File: config.mk
export PLATFORM = sky130hd
export DESIGN_NAME = motor_feedback_turn_tracker
export DESIGN_NICKNAME = d
export VERILOG_FILES = /design/src/rtl/mftt_pkg.sv /design/src/rtl/mftt_front.sv /design/src/rtl/mftt_queue.sv /design/src/rtl/mftt_back.sv /design/src/rtl/motor_feedback_turn_tracker.sv
export SDC_FILE = /design/constraint.sdc
export NUM_CORES = 2
export LEC_CHECK = 0
export BUFFER_PORTS_ARGS = -buffer_cell sky130_fd_sc_hd__buf_4
export CAP_MARGIN = 5
export CORE_MARGIN = 2
export CORE_UTILIZATION = 51
export DETAILED_ROUTE_END_ITERATION = 8
export GPL_TIMING_DRIVEN = 0
export PLACE_DENSITY = 0.67
export SYNTH_ARGS = -nofsm -noshare
export SYNTH_HDL_FRONTEND = slang
export SYNTH_SLANG_ARGS = --single-unit
File: constraint.sdc
create_clock -name aclk -period 16.55 [get_ports aclk]
set_input_delay 1.655 -clock aclk [delete_from_list [all_inputs] [get_ports aclk]]
set_output_delay 1.655 -clock aclk [all_outputs]
set_load 0.1 [all_outputs]
File: src/rtl/mftt_pkg.sv
// ----------------------------------------------------------------------------
// mftt_pkg
// Shared types and constants of the motor feedback turn tracker: the item
// passed from the front part to the back part, register indexes and the
// wrap thresholds of the turn count update.
// ----------------------------------------------------------------------------
package mftt_pkg;

    // register indexes of the configuration port
    localparam logic [1:0] REG_ID_BASE     = 2'd0;
    localparam logic [1:0] REG_BUS_OFFSET  = 2'd1;
    localparam logic [1:0] REG_ENC_PERIOD  = 2'd2;

    // reset values of the configuration registers
    localparam logic [10:0] ID_BASE_RST    = 11'd513;
    localparam logic [4:0]  BUS_OFFSET_RST = 5'd11;
    localparam logic [15:0] ENC_PERIOD_RST = 16'd8192;

    // encoder wrap thresholds
    localparam logic [15:0] WRAP_HIGH = 16'd6000;
    localparam logic [15:0] WRAP_LOW  = 16'd3000;

    // widths
    localparam int SLOT_NUM_W = 8;   // holds any slot number up to 256 slots
    localparam int SUM_W      = 13;  // signed slot computation
    localparam int CFG_W      = 16;  // widest configuration register
    localparam int COUNT_W    = 32;
    localparam int POS_W      = 16;

    // depth of the queue between front and back
    localparam int QUEUE_DEPTH = 2;
    localparam int QPTR_W      = 1;

    // classified item, front to back
    typedef struct packed {
        logic                   bad;
        logic [SLOT_NUM_W-1:0]  slot_num;
        logic [15:0]            encoder;
        logic signed [15:0]     speed;
        logic signed [15:0]     current;
        logic [7:0]             temperature;
    } mftt_item_t;

endpackage

File: src/rtl/mftt_front.sv
// ----------------------------------------------------------------------------
// mftt_front
// Front part: maps a frame to a motor slot, flags slots outside the table
// and unpacks encoder, speed, current and temperature from the payload.
// ----------------------------------------------------------------------------
module mftt_front #(
    parameter int SLOTS = 32
) (
    input  logic                      bus,
    input  logic [10:0]               frame_id,
    input  logic [63:0]               payload,
    input  logic [10:0]               id_base,
    input  logic [4:0]                bus_offset,
    output mftt_pkg::mftt_item_t      item
);

    logic [mftt_pkg::SUM_W-1:0] slot_sum;
    logic [mftt_pkg::SUM_W-1:0] offset_add;
    logic                       slot_neg;
    logic                       slot_high;

    // signed slot number, with the second bus offset where it applies
    assign offset_add = bus ? {{(mftt_pkg::SUM_W-5){1'b0}}, bus_offset}
                            : {mftt_pkg::SUM_W{1'b0}};
    assign slot_sum   = {2'b00, frame_id} - {2'b00, id_base} + offset_add;

    // range check against the table size
    assign slot_neg  = slot_sum[mftt_pkg::SUM_W-1];
    assign slot_high = slot_sum[mftt_pkg::SUM_W-2:0] >= (mftt_pkg::SUM_W-1)'(SLOTS);

    // classified item
    always_comb begin
        item             = '0;
        item.bad         = slot_neg | slot_high;
        item.slot_num    = slot_sum[mftt_pkg::SLOT_NUM_W-1:0];
        item.encoder     = payload[63:48];
        item.speed       = $signed(payload[47:32]);
        item.current     = $signed(payload[31:16]);
        item.temperature = payload[15:8];
    end

endmodule

File: src/rtl/mftt_queue.sv
// ----------------------------------------------------------------------------
// mftt_queue
// Short first-in first-out queue of classified items between the front and
// the back part, so that either side can stall on its own.
// ----------------------------------------------------------------------------
module mftt_queue (
    input  logic                   aclk,
    input  logic                   aresetn,
    input  logic                   push,
    input  mftt_pkg::mftt_item_t   push_item,
    output logic                   full,
    input  logic                   pop,
    output logic                   head_valid,
    output mftt_pkg::mftt_item_t   head_item
);

    mftt_pkg::mftt_item_t             entry_reg [mftt_pkg::QUEUE_DEPTH];
    logic [mftt_pkg::QPTR_W-1:0]      wr_ptr_reg;
    logic [mftt_pkg::QPTR_W-1:0]      wr_ptr_next;
    logic [mftt_pkg::QPTR_W-1:0]      rd_ptr_reg;
    logic [mftt_pkg::QPTR_W-1:0]      rd_ptr_next;
    logic [mftt_pkg::QPTR_W:0]        count_reg;
    logic [mftt_pkg::QPTR_W:0]        count_next;

    assign full       = count_reg == (mftt_pkg::QPTR_W+1)'(mftt_pkg::QUEUE_DEPTH);
    assign head_valid = count_reg != '0;
    assign head_item  = entry_reg[rd_ptr_reg];

    // pointer and fill count update
    always_comb begin
        wr_ptr_next = wr_ptr_reg;
        rd_ptr_next = rd_ptr_reg;
        count_next  = count_reg;
        if (push) begin
            wr_ptr_next = wr_ptr_reg + 1'b1;
        end
        if (pop) begin
            rd_ptr_next = rd_ptr_reg + 1'b1;
        end
        unique case ({push, pop})
            2'b10:   count_next = count_reg + 1'b1;
            2'b01:   count_next = count_reg - 1'b1;
            default: count_next = count_reg;
        endcase
    end

    always_ff @(posedge aclk) begin
        if (!aresetn) begin
            wr_ptr_reg <= '0;
            rd_ptr_reg <= '0;
            count_reg  <= '0;
        end else begin
            wr_ptr_reg <= wr_ptr_next;
            rd_ptr_reg <= rd_ptr_next;
            count_reg  <= count_next;
        end
    end

    // entry storage
    always_ff @(posedge aclk) begin
        if (push) begin
            entry_reg[wr_ptr_reg] <= push_item;
        end
    end

endmodule

File: src/rtl/mftt_back.sv
// ----------------------------------------------------------------------------
// mftt_back
// Back part: reads the slot state from the per-slot memory, applies the
// wrap-corrected turn count update, writes the state back for slots in range
// and holds the result in the output register.
// ----------------------------------------------------------------------------
module mftt_back #(
    parameter int SLOTS = 32
) (
    input  logic                        aclk,
    input  logic                        aresetn,
    input  logic                        head_valid,
    input  mftt_pkg::mftt_item_t        head_item,
    output logic                        pop,
    input  logic [15:0]                 enc_period,
    output logic                        m_valid,
    input  logic                        m_ready,
    output logic [4:0]                  m_slot,
    output logic                        m_slot_bad,
    output logic [15:0]                 m_encoder,
    output logic signed [15:0]          m_speed,
    output logic signed [15:0]          m_current,
    output logic [7:0]                  m_temperature,
    output logic signed [31:0]          m_turn_count
);

    localparam int SLOT_W  = $clog2(SLOTS);
    localparam int STATE_W = mftt_pkg::POS_W + mftt_pkg::COUNT_W;

    // per-slot state memory and its written flags
    logic [STATE_W-1:0]             state_mem [SLOTS];
    logic [SLOTS-1:0]               written_reg;

    // read stage
    logic                           b_valid_reg;
    mftt_pkg::mftt_item_t           b_item_reg;
    logic [STATE_W-1:0]             rd_data_reg;
    logic                           rd_hit_reg;

    // last write, forwarded over the read that overlaps it
    logic                           last_valid_reg;
    logic [SLOT_W-1:0]              last_idx_reg;
    logic [STATE_W-1:0]             last_state_reg;

    // output register
    logic                           out_valid_reg;
    mftt_pkg::mftt_item_t           out_item_reg;
    logic [mftt_pkg::COUNT_W-1:0]   out_count_reg;

    logic                           b_fire;
    logic                           b_write;
    logic [SLOT_W-1:0]              head_idx;
    logic [SLOT_W-1:0]              b_idx;
    logic [STATE_W-1:0]             cur_state;
    logic [mftt_pkg::POS_W-1:0]     prev_pos;
    logic [mftt_pkg::COUNT_W-1:0]   prev_count;
    logic                           wrap_fwd;
    logic                           wrap_bwd;
    logic [mftt_pkg::COUNT_W-1:0]   plain_delta;
    logic [mftt_pkg::COUNT_W-1:0]   period_ext;
    logic [mftt_pkg::COUNT_W-1:0]   delta;
    logic [mftt_pkg::COUNT_W-1:0]   count_next;

    assign head_idx = head_item.slot_num[SLOT_W-1:0];
    assign b_idx    = b_item_reg.slot_num[SLOT_W-1:0];

    // stage handshakes
    assign b_fire  = b_valid_reg && (!out_valid_reg || m_ready);
    assign b_write = b_fire && !b_item_reg.bad;
    assign pop     = head_valid && (!b_valid_reg || b_fire);

    // current slot state: forwarded, stored, or zero if never written
    always_comb begin
        priority if (last_valid_reg && last_idx_reg == b_idx) begin
            cur_state = last_state_reg;
        end else if (rd_hit_reg) begin
            cur_state = rd_data_reg;
        end else begin
            cur_state = '0;
        end
    end

    assign prev_pos   = cur_state[STATE_W-1:mftt_pkg::COUNT_W];
    assign prev_count = cur_state[mftt_pkg::COUNT_W-1:0];

    // wrap-corrected turn count update
    assign wrap_fwd    = (prev_pos > mftt_pkg::WRAP_HIGH) &&
                         (b_item_reg.encoder < mftt_pkg::WRAP_LOW);
    assign wrap_bwd    = (prev_pos < mftt_pkg::WRAP_LOW) &&
                         (b_item_reg.encoder > mftt_pkg::WRAP_HIGH);
    assign period_ext  = {{(mftt_pkg::COUNT_W-16){1'b0}}, enc_period};
    assign plain_delta = {{(mftt_pkg::COUNT_W-16){1'b0}}, b_item_reg.encoder}
                       - {{(mftt_pkg::COUNT_W-mftt_pkg::POS_W){1'b0}}, prev_pos};

    always_comb begin
        priority if (wrap_fwd) begin
            delta = plain_delta + period_ext;
        end else if (wrap_bwd) begin
            delta = plain_delta - period_ext;
        end else begin
            delta = plain_delta;
        end
    end

    assign count_next = prev_count + delta;

    // control registers
    always_ff @(posedge aclk) begin
        if (!aresetn) begin
            b_valid_reg    <= 1'b0;
            out_valid_reg  <= 1'b0;
            last_valid_reg <= 1'b0;
            written_reg    <= '0;
        end else begin
            if (pop) begin
                b_valid_reg <= 1'b1;
            end else if (b_fire) begin
                b_valid_reg <= 1'b0;
            end
            if (b_fire) begin
                out_valid_reg <= 1'b1;
            end else if (m_ready) begin
                out_valid_reg <= 1'b0;
            end
            if (b_write) begin
                last_valid_reg      <= 1'b1;
                written_reg[b_idx]  <= 1'b1;
            end
        end
    end

    // read stage payload
    always_ff @(posedge aclk) begin
        if (pop) begin
            b_item_reg  <= head_item;
            rd_data_reg <= state_mem[head_idx];
            rd_hit_reg  <= written_reg[head_idx];
        end
    end

    // state write-back and forwarding copy
    always_ff @(posedge aclk) begin
        if (b_write) begin
            state_mem[b_idx] <= {b_item_reg.encoder, count_next};
            last_idx_reg     <= b_idx;
            last_state_reg   <= {b_item_reg.encoder, count_next};
        end
    end

    // output register
    always_ff @(posedge aclk) begin
        if (b_fire) begin
            out_item_reg  <= b_item_reg;
            out_count_reg <= b_item_reg.bad ? '0 : count_next;
        end
    end

    assign m_valid       = out_valid_reg;
    assign m_slot        = out_item_reg.bad ? 5'd0 : out_item_reg.slot_num[4:0];
    assign m_slot_bad    = out_item_reg.bad;
    assign m_encoder     = out_item_reg.encoder;
    assign m_speed       = out_item_reg.speed;
    assign m_current     = out_item_reg.current;
    assign m_temperature = out_item_reg.temperature;
    assign m_turn_count  = $signed(out_count_reg);

endmodule

File: src/rtl/motor_feedback_turn_tracker.sv
// ----------------------------------------------------------------------------
// motor_feedback_turn_tracker
// Tracks the multi-turn encoder count of each motor slot from received
// motor feedback frames, unwrapping encoder roll-over per slot.
//
//   channel   ports          handshake        payload
//   input     s_*            s_valid/s_ready  bus, frame_id, payload
//   result    m_*            m_valid/m_ready  slot, slot_bad, encoder, speed,
//                                             current, temperature, turn_count
//   config    cfg_*          cfg_wr_en        cfg_index, cfg_wdata
//
// One item per cycle sustained while m_ready stays high; an accepted item
// passes the queue, the state memory read stage and the output register.
// Slot state read-modify-write runs in one back stage; the write that
// overlaps the next read is forwarded from a copy register.
// Reset clears the per-slot written flags, so every slot reads as zero.
// A stalled result holds the back part; the queue keeps the front accepting
// until it is full.
// ----------------------------------------------------------------------------
module motor_feedback_turn_tracker #(
    parameter int SLOTS = 32
) (
    input  logic                aclk,
    input  logic                aresetn,
    // input channel
    input  logic                s_valid,
    output logic                s_ready,
    input  logic                s_bus,
    input  logic [10:0]         s_frame_id,
    input  logic [63:0]         s_payload,
    // result channel
    output logic                m_valid,
    input  logic                m_ready,
    output logic [4:0]          m_slot,
    output logic                m_slot_bad,
    output logic [15:0]         m_encoder,
    output logic signed [15:0]  m_speed,
    output logic signed [15:0]  m_current,
    output logic [7:0]          m_temperature,
    output logic signed [31:0]  m_turn_count,
    // configuration
    input  logic                cfg_wr_en,
    input  logic [1:0]          cfg_index,
    input  logic [15:0]         cfg_wdata
);

    logic [10:0]            id_base_reg;
    logic [4:0]             bus_offset_reg;
    logic [15:0]            enc_period_reg;

    mftt_pkg::mftt_item_t   front_item;
    mftt_pkg::mftt_item_t   head_item;
    logic                   queue_full;
    logic                   head_valid;
    logic                   pop;
    logic                   push;

    // configuration registers
    always_ff @(posedge aclk) begin
        if (!aresetn) begin
            id_base_reg    <= mftt_pkg::ID_BASE_RST;
            bus_offset_reg <= mftt_pkg::BUS_OFFSET_RST;
            enc_period_reg <= mftt_pkg::ENC_PERIOD_RST;
        end else if (cfg_wr_en) begin
            unique case (cfg_index)
                mftt_pkg::REG_ID_BASE:    id_base_reg    <= cfg_wdata[10:0];
                mftt_pkg::REG_BUS_OFFSET: bus_offset_reg <= cfg_wdata[4:0];
                mftt_pkg::REG_ENC_PERIOD: enc_period_reg <= cfg_wdata;
                default: ;
            endcase
        end
    end

    // input handshake
    assign s_ready = !queue_full;
    assign push    = s_valid && !queue_full;

    mftt_front #(
        .SLOTS      (SLOTS)
    ) u_front (
        .bus        (s_bus),
        .frame_id   (s_frame_id),
        .payload    (s_payload),
        .id_base    (id_base_reg),
        .bus_offset (bus_offset_reg),
        .item       (front_item)
    );

    mftt_queue u_queue (
        .aclk       (aclk),
        .aresetn    (aresetn),
        .push       (push),
        .push_item  (front_item),
        .full       (queue_full),
        .pop        (pop),
        .head_valid (head_valid),
        .head_item  (head_item)
    );

    mftt_back #(
        .SLOTS         (SLOTS)
    ) u_back (
        .aclk          (aclk),
        .aresetn       (aresetn),
        .head_valid    (head_valid),
        .head_item     (head_item),
        .pop           (pop),
        .enc_period    (enc_period_reg),
        .m_valid       (m_valid),
        .m_ready       (m_ready),
        .m_slot        (m_slot),
        .m_slot_bad    (m_slot_bad),
        .m_encoder     (m_encoder),
        .m_speed       (m_speed),
        .m_current     (m_current),
        .m_temperature (m_temperature),
        .m_turn_count  (m_turn_count)
    );

endmodule
==> impl_metrics.py <==
metrics = {
    "placed_design": {
        "gpl.final_weighted_congestion": 0.921,
        "port_buffers": 185,
        "placed_cell_area_sq_um": 89300,
        "place_hpwl_mm": 176,
        "dp_slack_ps": 6060,
    },
    "cts": {
        "h-tree-depth": 4,
        "ctsHoldBuffers": 0,
        "clock_path_buffers": 3,
        "cts_tree": "yes",
        "postCtsSetupBuffers": 0,
        "cts_buffers": 196,
        "cts-root-buf": "clkbuf_16",
        "post_cts_resized": 0,
        "cts.sinks": 1990,
        "clkTransAtPathRegs_ps": 60,
        "clkLatencyLatePin_ps": 840,
    },
    "global_routing": {
        "grt_start_max_net_pins": 60,
        "grt_pass1_wl_mm": 357,
        "antenna_found_initial": 10,
        "grt_use_total": 0.298,
        "overflow": 0,
        "grt_pass1_vias": 53400,
    },
    "worst_setup_path": {
        "start_kind": "flip-flop",
        "crit_start": "u_back.b_idx[0]$_DFFE_PP_",
        "cp.depth": 35,
        "path_delay_family": "compound AO/OA/AOI/OAI gates",
        "crit_slowest_cell": "xor2_4",
        "path_class": "flip-flop to flip-flop",
        "critPathMaxFanout": 34,
        "crit_end": "u_back.state_mem[2][31]$_DFFE_PP_",
        "reg2reg_to": "u_back.state_mem[2][31]$_DFFE_PP_",
        "cp.required_ps": 17040,
        "critPathArrivalTime_ps": 11290,
        "critPathBufInv": 4,
        "crit_top_cell": "a21oi_1",
        "cp_slowest_stage_delay_ps": 770,
        "crit_path_end_kind": "flip-flop",
        "timing.reg2reg.setup_slack_ps": 5750,
        "r2r_cells": 35,
        "worst_r2r_startpoint": "u_back.b_idx[0]$_DFFE_PP_",
    },
    "routing": {
        "drc": 0,
        "avgRoutedWirePerCell_um": 26.6,
        "routed-via-count": 56100,
        "drt-pass1-iter-count": 6,
        "postRouteAntennaNets": 0,
        "drt-initial-drc-count": 8265,
        "vias_per_cell": 6.05,
        "wirelength_mm": 247,
    },
    "job": {
        "cap_viol_max_count": 0,
    },
    "sta": {
        "finalHoldViolations": 0,
        "drv_slew": 0,
        "relSlewSlack": 0.0147,
        "worst_pin_slew_ps": 1480,
        "fmax_mhz": 92.6,
        "finalSetupViolations": 0,
        "setup_slack_ps": 5750,
        "rsz0062_at_grt": "no",
        "finalCritPeriodShare": 0.653,
        "fin_skew_ps": 79.8,
        "period_minus_slack_ps": 10800,
    },
    "yosys": {
        "syn_area_per_cell_sq_um": 12.8,
        "syn_area_sq_um": 82200,
        "synth_seq_area_share": 0.718,
        "synth_edf_count": 1918,
        "synth_cell_types": 86,
        "synth_warnings": 0,
        "netlist_instances": 6431,
        "synthesis.nets": 6626,
        "ys_ff_latch": 1990,
        "async_flop_share": 0,
        "ys.flop_type": "edfxtp_1",
    },
    "outcome": {
        "status": "completed",
    },
    "finish": {
        "drive_above_1_share": 0.115,
        "final_cell_area_sq_um": 95700,
        "area_growth_pct": 16.4,
        "fin_nets": 7139,
        "largest_reg_flops": 1536,
        "final_core_util": 0.596,
    },
    "floorplanning": {
        "fp.dieArea_sq_um": 164000,
        "ios": 195,
        "fp.dieH_um": 406,
        "die_x_um": 406,
        "num_rows": 147,
        "coreArea_sq_um": 160000,
        "floorplan.initialDensity": 0.513,
    },
    "worst_hold_path": {
        "min_path_cells": 0,
        "hold_path.class": "flip-flop to flip-flop",
    },
}
[kinds of logic (layout without fill, tap and decap cells)]
logic type / Yosys count / after routing / share of synthesized area
mux: 84 / 84 / 0.0113
fa+ha+maj: 98 / 98 / 0.0153
compound gates: 678 / 678 / 0.0630
xor+xnor: 74 / 74 / 0.00788
other cells: 0 / 6 / 0
flops: 1990 / 1990 / 0.718
simple gates: 2971 / 2971 / 0.157
buf+inv: 536 / 1216 / 0.0276
[layout by cell type (no fill, tap or decap), types with 50 or more instances in the layout]
cell / instances
buf_12: 55
inv_1: 82
buf_4: 241
a21o_1: 74
nor2b_1: 50
ha_1: 91
clkbuf_1: 385
nand2_1: 1751
nand3_1: 842
a31oi_1: 63
a311oi_1: 247
edfxtp_1: 1918
nor2_1: 75
dfxtp_1: 72
mux2_2: 68
clkbuf_16: 196
and3_1: 111
a21oi_1: 73
[cell type report]
type                       instances  area, sq um
antenna                            6         15.0
buffer                           452         1960
clock buffer                     253         5200
clock inverter                   112         1040
fill                           12400        64700
inverter                          84          315
multi-input combinational       3905        21500
sequential                      1990        59000
tap                             2160         2700
timing repair buffer             315         3920
[cells in the mapped netlist (all sizes together), types with 4 or more instances]
cell / number / area share
a21boi: 29 / 0.0026
a22oi: 4 / 0.00037
o31ai: 5 / 0.00046
mux2: 69 / 0.0095
mux2i: 15 / 0.0018
o21a: 47 / 0.0043
nand4: 7 / 0.00061
nand2: 1751 / 0.080
o221a: 6 / 0.00082
o21ai: 40 / 0.0024
inv: 83 / 0.0038
nand2b: 18 / 0.0014
buf: 112 / 0.0082
o22ai: 6 / 0.00046
edfxtp: 1918 / 0.70
and3: 112 / 0.0085
a21oi: 76 / 0.0047
clkbuf: 340 / 0.016
nor3b: 4 / 0.00037
ha: 91 / 0.014
a311oi: 248 / 0.026
o211ai: 11 / 0.0011
or4: 4 / 0.00037
a2111oi: 4 / 0.00044
a221oi: 4 / 0.00043
a21o: 74 / 0.0068
nand3: 844 / 0.051
a221o: 9 / 0.0011
a211oi: 8 / 0.00088
and2: 17 / 0.0013
xnor2: 58 / 0.0062
xor2: 16 / 0.0017
nor4: 4 / 0.00030
or3: 7 / 0.00053
nor3: 27 / 0.0017
o21bai: 16 / 0.0015
dfxtp: 72 / 0.018
nor2: 111 / 0.0051
fa: 5 / 0.0012
o221ai: 4 / 0.00050
a31oi: 63 / 0.0048
nor2b: 51 / 0.0039
[metrics by stage]
stage | setup TNS (ps) | std cells | hold slack, ps
global route | 0 | 9272 | 421
detailed placement | 0 | 8899 | 405
CTS | 0 | 9264 | 416
finish | 0 | 9277 | 415
floorplan | 0 | 6431 | 400
global placement | -169680 | 8776 | 401
[how the worst min path moves through the flow]
stage	startpoint	to	slack, ps
5_1_grt	u_back.b_item_reg[3]$_DFFE_PP_	u_back.m_temperature[3]$_DFFE_PP_	420
2_1_floorplan	u_back.b_item_reg[8]$_DFFE_PP_	u_back.m_current[0]$_DFFE_PP_	400
4_1_cts	u_back.b_item_reg[22]$_DFFE_PP_	u_back.m_current[14]$_DFFE_PP_	420
6_report	u_back.b_item_reg[35]$_DFFE_PP_	u_back.m_speed[11]$_DFFE_PP_	420
3_3_place_gp	u_back.b_item_reg[13]$_DFFE_PP_	u_back.m_current[5]$_DFFE_PP_	400
3_5_place_dp	u_back.b_item_reg[22]$_DFFE_PP_	u_back.m_current[14]$_DFFE_PP_	400
[per-layer routing]
layer / track usage / wire [um] / vias to the layer above
met3: 0.0655 / 26600 / 584
met5: 0 / 16 / -
met2: 0.449 / 110000 / 3300
met4: 0.158 / 14500 / 2
li1: - / - / 24600
met1: 0.408 / 95900 / 27600
Power is not shown: default switching activity piles up to over one toggle a cycle in this logic, so the estimate is an artifact.
